File: src/cds_pkg.sv
// ----------------------------------------------------------------------------
// cds_pkg
// Shared types, constants and the month length table for the date stepper.
// ----------------------------------------------------------------------------
package cds_pkg;

  // default widths for the year register and the day count
  localparam int unsigned YearBitsDef  = 16;
  localparam int unsigned CountBitsDef = 16;

  // days in one four-year leap cycle
  localparam int unsigned DaysPerBlock = 1461;
  // remainder / day accumulator width, holds 31 + 1460
  localparam int unsigned AccW         = 11;

  // command codes on the action field
  typedef enum logic [2:0] {
    ACT_LOAD = 3'd0,
    ACT_NEXT = 3'd1,
    ACT_PREV = 3'd2,
    ACT_ADD  = 3'd3,
    ACT_SUB  = 3'd4
  } action_e;

  // controller to datapath commands
  typedef struct packed {
    logic start;     // beat accepted on the input channel
    logic div_step;  // take one leap cycle off the count, year moves by four
    logic prep;      // seed the walk with the remaining days
    logic walk_step; // one month of the walk
    logic out_load;  // copy the date into the output register
  } cds_cmd_t;

  // datapath to controller status
  typedef struct packed {
    logic div_last;  // count is below one leap cycle
    logic walk_done; // current walk step settles the day
  } cds_status_t;

  // month length, february gets the leap day when leap is set
  function automatic logic [4:0] days_in(input logic [3:0] month, input logic leap);
    logic [4:0] n;
    case (month)
      4'd2:    n = leap ? 5'd29 : 5'd28;
      4'd4:    n = 5'd30;
      4'd6:    n = 5'd30;
      4'd9:    n = 5'd30;
      4'd11:   n = 5'd30;
      default: n = 5'd31;
    endcase
    return n;
  endfunction

endpackage

File: src/calendar_date_stepper_top.sv
// ----------------------------------------------------------------------------
// calendar_date_stepper_top
// Day/month/year date register: load with check, step a day either way, or
// add or subtract a day count. One result beat per command beat.
// ----------------------------------------------------------------------------
//  channel | handshake               | payload
//  --------+-------------------------+------------------------------------------
//  in      | in_valid_i / in_ready_o | action_i load_day_i load_month_i
//          |                         | load_year_i day_count_i
//  out     | out_valid_o/out_ready_i | cur_day_o cur_month_o cur_year_o bad_date_o
//
//  load and unused actions pass straight to the output register; a single day
//  step first takes one or two month-walk steps.
//  add and subtract: divide steps take whole leap cycles of 1461 days off the
//  count (year moves by four each), one step seeds the walk with the remaining
//  days, then walk steps move one month each until the day settles, and the
//  result goes to the output register.
//  one command at a time; a new beat is taken while the last result waits.
//  rst_ni clears the date to day 1, month 1, year 0, with no beat pending.
module calendar_date_stepper_top #(
  parameter int unsigned YEAR_BITS  = cds_pkg::YearBitsDef,
  parameter int unsigned COUNT_BITS = cds_pkg::CountBitsDef
) (
  input  logic                  clk_i,
  input  logic                  rst_ni,
  input  logic                  in_valid_i,
  output logic                  in_ready_o,
  input  logic [2:0]            action_i,
  input  logic [4:0]            load_day_i,
  input  logic [3:0]            load_month_i,
  input  logic [YEAR_BITS-1:0]  load_year_i,
  input  logic [COUNT_BITS-1:0] day_count_i,
  output logic                  out_valid_o,
  input  logic                  out_ready_i,
  output logic [4:0]            cur_day_o,
  output logic [3:0]            cur_month_o,
  output logic [YEAR_BITS-1:0]  cur_year_o,
  output logic                  bad_date_o
);
  import cds_pkg::*;

  cds_cmd_t    cmd;
  cds_status_t status;

  // sequencer
  cds_ctrl u_ctrl (
    .clk_i       (clk_i),
    .rst_ni      (rst_ni),
    .in_valid_i  (in_valid_i),
    .in_ready_o  (in_ready_o),
    .action_i    (action_i),
    .out_valid_o (out_valid_o),
    .out_ready_i (out_ready_i),
    .status_i    (status),
    .cmd_o       (cmd)
  );

  // date registers and arithmetic
  cds_datapath #(
    .YEAR_BITS  (YEAR_BITS),
    .COUNT_BITS (COUNT_BITS)
  ) u_datapath (
    .clk_i        (clk_i),
    .rst_ni       (rst_ni),
    .cmd_i        (cmd),
    .status_o     (status),
    .action_i     (action_i),
    .load_day_i   (load_day_i),
    .load_month_i (load_month_i),
    .load_year_i  (load_year_i),
    .day_count_i  (day_count_i),
    .cur_day_o    (cur_day_o),
    .cur_month_o  (cur_month_o),
    .cur_year_o   (cur_year_o),
    .bad_date_o   (bad_date_o)
  );

endmodule

File: src/cds_ctrl.sv
// ----------------------------------------------------------------------------
// cds_ctrl
// Sequencer for the date stepper: accepts a beat, runs the divide and the
// month walk in the datapath, and hands the result to the output register.
// ----------------------------------------------------------------------------
module cds_ctrl (
  input  logic                  clk_i,
  input  logic                  rst_ni,
  input  logic                  in_valid_i,
  output logic                  in_ready_o,
  input  logic [2:0]            action_i,
  output logic                  out_valid_o,
  input  logic                  out_ready_i,
  input  cds_pkg::cds_status_t  status_i,
  output cds_pkg::cds_cmd_t     cmd_o
);
  import cds_pkg::*;

  typedef enum logic [4:0] {
    ST_IDLE = 5'b00001,
    ST_DIV  = 5'b00010,
    ST_PREP = 5'b00100,
    ST_WALK = 5'b01000,
    ST_DONE = 5'b10000
  } state_e;

  state_e state_q, state_d;
  logic   out_valid_q, out_valid_d;
  logic   accept;
  logic   out_free;

  assign in_ready_o  = (state_q == ST_IDLE);
  assign accept      = in_valid_i & in_ready_o;
  assign out_free    = ~out_valid_q | out_ready_i;
  assign out_valid_o = out_valid_q;

  // next state and commands
  always_comb begin
    state_d        = state_q;
    cmd_o          = '0;
    cmd_o.start    = accept;
    case (state_q)
      ST_IDLE: begin
        if (accept) begin
          case (action_e'(action_i))
            ACT_NEXT, ACT_PREV: state_d = ST_WALK;
            ACT_ADD, ACT_SUB:   state_d = ST_DIV;
            default:            state_d = ST_DONE;
          endcase
        end
      end
      ST_DIV: begin
        cmd_o.div_step = 1'b1;
        if (status_i.div_last) state_d = ST_PREP;
      end
      ST_PREP: begin
        cmd_o.prep = 1'b1;
        state_d    = ST_WALK;
      end
      ST_WALK: begin
        cmd_o.walk_step = 1'b1;
        if (status_i.walk_done) state_d = ST_DONE;
      end
      ST_DONE: begin
        if (out_free) begin
          cmd_o.out_load = 1'b1;
          state_d        = ST_IDLE;
        end
      end
      default: state_d = ST_IDLE;
    endcase
  end

  // output beat pending flag
  always_comb begin
    out_valid_d = out_valid_q;
    if (out_valid_q && out_ready_i) out_valid_d = 1'b0;
    if (cmd_o.out_load)             out_valid_d = 1'b1;
  end

  always_ff @(posedge clk_i or negedge rst_ni) begin
    if (!rst_ni) begin
      state_q     <= ST_IDLE;
      out_valid_q <= 1'b0;
    end else begin
      state_q     <= state_d;
      out_valid_q <= out_valid_d;
    end
  end

endmodule

File: src/cds_datapath.sv
// ----------------------------------------------------------------------------
// cds_datapath
// Date registers, leap-cycle reduction by repeated subtraction, one-month-a-step
// walk forward or back, load check and the output register.
// ----------------------------------------------------------------------------
module cds_datapath #(
  parameter int unsigned YEAR_BITS  = cds_pkg::YearBitsDef,
  parameter int unsigned COUNT_BITS = cds_pkg::CountBitsDef
) (
  input  logic                  clk_i,
  input  logic                  rst_ni,
  input  cds_pkg::cds_cmd_t     cmd_i,
  output cds_pkg::cds_status_t  status_o,
  input  logic [2:0]            action_i,
  input  logic [4:0]            load_day_i,
  input  logic [3:0]            load_month_i,
  input  logic [YEAR_BITS-1:0]  load_year_i,
  input  logic [COUNT_BITS-1:0] day_count_i,
  output logic [4:0]            cur_day_o,
  output logic [3:0]            cur_month_o,
  output logic [YEAR_BITS-1:0]  cur_year_o,
  output logic                  bad_date_o
);
  import cds_pkg::*;

  localparam int unsigned NumW = (COUNT_BITS > AccW) ? COUNT_BITS : AccW;
  localparam logic [NumW-1:0]      BlockDays     = NumW'(DaysPerBlock);
  localparam logic [YEAR_BITS-1:0] YearsPerBlock = YEAR_BITS'(4);

  // date state
  logic [4:0]            day_q, day_d;
  logic [3:0]            month_q, month_d;
  logic [YEAR_BITS-1:0]  year_q, year_d;
  logic                  bad_q, bad_d;
  // working registers
  logic                  add_q, add_d;
  logic [AccW-1:0]       acc_q, acc_d;
  logic [NumW-1:0]       num_q, num_d;
  // output register
  logic [4:0]            out_day_q;
  logic [3:0]            out_month_q;
  logic [YEAR_BITS-1:0]  out_year_q;
  logic                  out_bad_q;

  logic                  num_ge;
  logic [AccW-1:0]       num_rem;
  logic [4:0]            dim_cur;
  logic                  add_fits;
  logic                  sub_fits;
  logic [3:0]            prev_month;
  logic [YEAR_BITS-1:0]  prev_year;
  logic [3:0]            next_month;
  logic [YEAR_BITS-1:0]  next_year;
  logic                  load_ok;
  logic [AccW-1:0]       day_ext;

  // leap-cycle reduction: one whole cycle comes off the count per step
  assign num_ge  = (num_q >= BlockDays);
  assign num_rem = num_q[AccW-1:0];

  // month walk helpers
  assign day_ext    = AccW'(day_q);
  assign dim_cur    = days_in(month_q, year_q[1:0] == 2'b00);
  assign add_fits   = (acc_q <= AccW'(dim_cur));
  assign sub_fits   = (acc_q < day_ext);
  assign next_month = (month_q == 4'd12) ? 4'd1 : month_q + 4'd1;
  assign next_year  = (month_q == 4'd12) ? year_q + 1'b1 : year_q;
  assign prev_month = (month_q <= 4'd1) ? 4'd12 : month_q - 4'd1;
  assign prev_year  = (month_q <= 4'd1) ? year_q - 1'b1 : year_q;

  // load check
  assign load_ok = (load_month_i >= 4'd1) && (load_month_i <= 4'd12) &&
                   (load_day_i != 5'd0) &&
                   (load_day_i <= days_in(load_month_i, load_year_i[1:0] == 2'b00));

  assign status_o.div_last  = ~num_ge;
  assign status_o.walk_done = add_q ? add_fits : sub_fits;

  // next values
  always_comb begin
    day_d   = day_q;
    month_d = month_q;
    year_d  = year_q;
    bad_d   = bad_q;
    add_d   = add_q;
    acc_d   = acc_q;
    num_d   = num_q;

    if (cmd_i.start) begin
      bad_d = 1'b0;
      num_d = NumW'(day_count_i);
      case (action_e'(action_i))
        ACT_LOAD: begin
          if (load_ok) begin
            day_d   = load_day_i;
            month_d = load_month_i;
            year_d  = load_year_i;
          end else begin
            bad_d = 1'b1;
          end
        end
        ACT_NEXT: begin
          add_d = 1'b1;
          acc_d = day_ext + AccW'(1);
        end
        ACT_PREV: begin
          add_d = 1'b0;
          acc_d = AccW'(1);
        end
        ACT_ADD: begin
          add_d = 1'b1;
          acc_d = '0;
        end
        ACT_SUB: begin
          add_d = 1'b0;
          acc_d = '0;
        end
        default: ;
      endcase
    end

    // each whole leap cycle moves the year by four
    if (cmd_i.div_step && num_ge) begin
      num_d  = num_q - BlockDays;
      year_d = add_q ? year_q + YearsPerBlock : year_q - YearsPerBlock;
    end

    // the remaining days seed the walk
    if (cmd_i.prep) begin
      if (add_q) begin
        acc_d = num_rem + day_ext;
      end else begin
        acc_d = num_rem;
      end
    end

    if (cmd_i.walk_step) begin
      if (add_q) begin
        if (add_fits) begin
          day_d = acc_q[4:0];
        end else begin
          acc_d   = acc_q - AccW'(dim_cur);
          month_d = next_month;
          year_d  = next_year;
        end
      end else begin
        if (sub_fits) begin
          day_d = day_q - acc_q[4:0];
        end else begin
          acc_d   = acc_q - day_ext;
          month_d = prev_month;
          year_d  = prev_year;
          day_d   = days_in(prev_month, prev_year[1:0] == 2'b00);
        end
      end
    end
  end

  // date registers
  always_ff @(posedge clk_i or negedge rst_ni) begin
    if (!rst_ni) begin
      day_q   <= 5'd1;
      month_q <= 4'd1;
      year_q  <= '0;
      bad_q   <= 1'b0;
    end else begin
      day_q   <= day_d;
      month_q <= month_d;
      year_q  <= year_d;
      bad_q   <= bad_d;
    end
  end

  // working registers and output register
  always_ff @(posedge clk_i) begin
    add_q <= add_d;
    acc_q <= acc_d;
    num_q <= num_d;
    if (cmd_i.out_load) begin
      out_day_q   <= day_q;
      out_month_q <= month_q;
      out_year_q  <= year_q;
      out_bad_q   <= bad_q;
    end
  end

  assign cur_day_o   = out_day_q;
  assign cur_month_o = out_month_q;
  assign cur_year_o  = out_year_q;
  assign bad_date_o  = out_bad_q;

endmodule

File: config.mk
export PLATFORM = sky130hd
export DESIGN_NAME = calendar_date_stepper_top
export DESIGN_NICKNAME = d
export VERILOG_FILES = /design/src/cds_pkg.sv /design/src/calendar_date_stepper_top.sv /design/src/cds_ctrl.sv /design/src/cds_datapath.sv
export SDC_FILE = /design/constraint.sdc
export NUM_CORES = 1
export LEC_CHECK = 0
export BUFFER_PORTS_ARGS = -buffer_cell sky130_fd_sc_hd__buf_2
export CORE_MARGIN = 2
export CORE_UTILIZATION = 40
export CTS_CLUSTER_DIAMETER = 50
export DETAILED_ROUTE_END_ITERATION = 10
export PLACE_DENSITY = 0.65
export SYNTH_ARGS = -nofsm -noshare
export SYNTH_HDL_FRONTEND = slang
export SYNTH_SLANG_ARGS = --single-unit
File: constraint.sdc
create_clock -name clk_i -period 7.6 [get_ports clk_i]
set_clock_uncertainty 0.2 [all_clocks]
set_input_delay 0.38 -clock clk_i [delete_from_list [all_inputs] [get_ports clk_i]]
set_output_delay 0.38 -clock clk_i [all_outputs]
set_load 0.005 [all_outputs]
==> metrics.txt <==
global route total overflow 0; CTS clk-pin slew, worst paths 0.07 ns; met3 WL post-DR 1133 um; Worst setup EP type register; final worst path period need 4.538 ns; cells along the critical path inv_1 > ha_1 > o21ai_0 > o21ai_0 > o21ai_0 > ha_1 > a221o_1 > a211oi_2 > a32oi_1 > buf_4 > nand4_1 > o21ai_0 > a21oi_1; vias in the first global route 6,031; clock insertion delay at the later pin of the skew report 0.35 ns; layout cell share with drive strength beyond 1 0.1414; postcts setup bufs 0; post-synthesis simple-gate area fraction 0.1866; CP max FO 17; hold bufs inserted after CTS 1; number of enable flip-flop cells after synthesis 43; Worst path depth 13; Max-slew headroom 0.1751; Bufs on Longest Clock Path 2; crit share post-route 0.5971; area grow syn2layout 10.91%; initial DRC count 502; drt pass-1 iters 7; largest cells by area after synthesis edfxtp_1, dfrtp_1, ha_1; cells on worst reg2reg path 13; FF-to-FF End u_datapath.year_q[9]; commonest non-fill, non-tap cell in the layout buf_2; Metal-1 WL 8967 um; library cells used by synthesis 79; static leakage 3.068 nW; clk root buf clkbuf_16; Worst path max stage delay 1.05 ns; slew at the pin closest to its max-slew limit 1.235 ns; outcome finished clean; final worst slack 3.062 ns; WL/cell 17.77 um; num ports 76; fin nets 966; post-cts sizing count 0; Max Freq 0.2204 GHz; CP endpoint u_datapath.year_q[9]; core area 17,420 um2; htree depth 3; Post-Synth XOR/XNOR Area 0.06361; CTS tree done; post-route ant nets 0; largest family of logic cells by synthesized area compound AO/OA/AOI/OAI gates; DR WL met2 9275 um; Hold Crit Class primary input to register; Yosys top cell by area edfxtp_1; sequential area share after synthesis 0.3235; asr flop ratio synth 0.3721; final WL 19,590 um; CP Buf/Inv Count 2; Via-to-Cell Ratio 5.923; CP top delay family compound AO/OA/AOI/OAI gates; pre-CTS setup slack 3.170 ns; Critical-path top delay cell a211oi_2; crit path kind register to register; pin count of the biggest net entering global routing 37; Most common cell on crit path o21ai_0; commonest cells after routing, fill and taps aside buf_2, o21ai_0, nand2_1; Die W 137.8 um; IO buf count 75; GRT Total Usage 0.2135; Pwr Density 389.3 nW/um2; RSZ-0062 raised after global routing false; Final Hold Fails 0; Worst VDD drop 164.0 uV; antenna diode count 0; Yosys reg bits 86; post-synthesis compound-gate area fraction 0.2443; worst flop-to-flop path startpoint u_datapath.month_q[0]; Synth top area share 0.1804; Req. time, crit path 7.68 ns; syn nets 919; initial antenna violation count 0; Synth Area in Adders 0.08563; Final Setup Violations 0; first-pass GRT wire length 31,540 um; DP HPWL 13,870 um; fin. max-slew vios 0; CP Data Arrival Time 4.61 ns; crit path from u_datapath.month_q[0]; drc violations 0; Sink Count 86; Max Cap Viol 0; TritonCTS buffer count 9; full die area 18,980 um2; post-synthesis mux area share 0.03600; starting density of the core 0.4111; post-route setup TNS 0 ns; Syn Area/Cell 8.678 um2; crit start category register; Synth Flop Type edfxtp_1; fill cell count 1,760; Die Y 137.8 um; Cell Area, Synth 7159 um2; num rows 48; top routing layer used met4; routed vias 6,527; r2r setup slk 3.06 ns; Post-Synthesis Cells 825; Ys Warns 0; GPL Wtd Cong 0.9183
[cell type report]
| cell class | count | area, um2 | area share |
|---|---|---|---|
| multi-input cells | 651 | 4461 | 0.5618 |
| flip-flops and latches | 86 | 2316 | 0.2917 |
| repair buffers | 82 | 430.4 | 0.05421 |
| well taps | 225 | 281.5 | 0.03546 |
| clock buffers | 12 | 246.5 | 0.03104 |
| inverters | 42 | 157.7 | 0.01985 |
| clock inverters | 4 | 47.55 | 0.005988 |
[cells in the mapped netlist (4+ instances only)]
| library cell | count |
|---|---|
| o22ai_1 | 16 |
| nand2_1 | 65 |
| or3_1 | 8 |
| dfrtp_1 | 29 |
| a21oi_1 | 53 |
| nand4_1 | 8 |
| o21ai_0 | 70 |
| o211ai_1 | 12 |
| o21a_1 | 6 |
| a22o_1 | 4 |
| xnor2_1 | 30 |
| clkbuf_1 | 31 |
| fa_1 | 5 |
| o21bai_1 | 5 |
| nand3_1 | 21 |
| and3_1 | 8 |
| ha_1 | 41 |
| a21o_1 | 9 |
| buf_6 | 6 |
| nor3b_1 | 4 |
| a22oi_1 | 9 |
| nand3b_1 | 5 |
| nor3_1 | 32 |
| o221ai_1 | 11 |
| nor2b_1 | 7 |
| a32o_1 | 4 |
| a221oi_1 | 9 |
| nor4_1 | 9 |
| nand2b_1 | 9 |
| nor2_1 | 61 |
| xor2_1 | 22 |
| inv_1 | 42 |
| mux2i_1 | 19 |
| mux2_2 | 4 |
| and2_1 | 4 |
| a31oi_1 | 9 |
| edfxtp_1 | 43 |
| dfxtp_1 | 11 |
| o32ai_1 | 4 |
| a221o_1 | 4 |
| or4_1 | 5 |
| a211oi_1 | 10 |
| a32oi_1 | 4 |
[worst min path at each step]
stage	from	to	slack [ns]	cells after the start
floorplan	rst_ni	u_ctrl.out_valid_o	-0.12	0
global placement	u_datapath.bad_q	u_datapath.bad_date_o	0.24	0
detailed placement	u_datapath.bad_q	u_datapath.bad_date_o	0.24	0
CTS	out_ready_i	u_ctrl.out_valid_o	0.03	2
global route	in_valid_i	u_ctrl.state_q[0]	0.04	2
finish	out_ready_i	u_ctrl.out_valid_o	0.04	2
[flip-flops by register name, summed over array words and instances, names as in the netlist]
name and flops:
u_ctrl.state_q 5, u_datapath.add_q 1, u_datapath.acc_q 11, u_datapath.cur_year_o 16
u_datapath.bad_date_o 1, u_datapath.month_q 4, u_datapath.day_q 5, u_datapath.bad_q 1
u_ctrl.out_valid_o 1, u_datapath.cur_month_o 4, u_datapath.num_q 16, u_datapath.year_q 16
u_datapath.cur_day_o 5
[cell families after synthesis]
logic type               after synthesis
AND/OR/NAND/NOR                      264
multiplexers                          24
flip-flops                            86
adder cells (fa/ha/maj)               46
buffers and inverters                 88
XOR/XNOR                              52
AO/OA/AOI/OAI                        265
[routing by layer]
metal	track usage	vias to the layer above
li1	-	3203
met3	0.05188	21
met1	0.2877	3110
met4	0.04535	0
met5	0	-
met2	0.3483	193
[worst register-to-register path: cells and delay by family, from the launching register on]
family,cells,cell delay [ns]
simple gates,1,0.10
flops,1,0.63
buf+inv,2,0.42
compound gates,8,2.59
fa+ha+maj,2,0.54
[per-stage QoR]
stage                     hold WS, ns    util  instances  power, mW  area, um2
final                         0.03796  0.4559       1102      3.091       7940
after global placement         0.2362  0.4384       1085      2.605       7636
after floorplan               -0.1156       -        825      2.174       7159
after detailed placement       0.2414  0.4384       1085      2.627       7636
after global routing          0.04464  0.4559       1102      3.361       7940
after CTS                     0.02703  0.4559       1102      3.094       7940
[power breakdown]
part	total, mW	leakage (nW)	switching, mW	internal (mW)
clock	0.450	0.143	0.187	0.263
sequential	0.976	0.856	0.284	0.692
combinational	1.67	2.07	0.956	0.710
No activity file was read; power rests on OpenSTA's default activity.
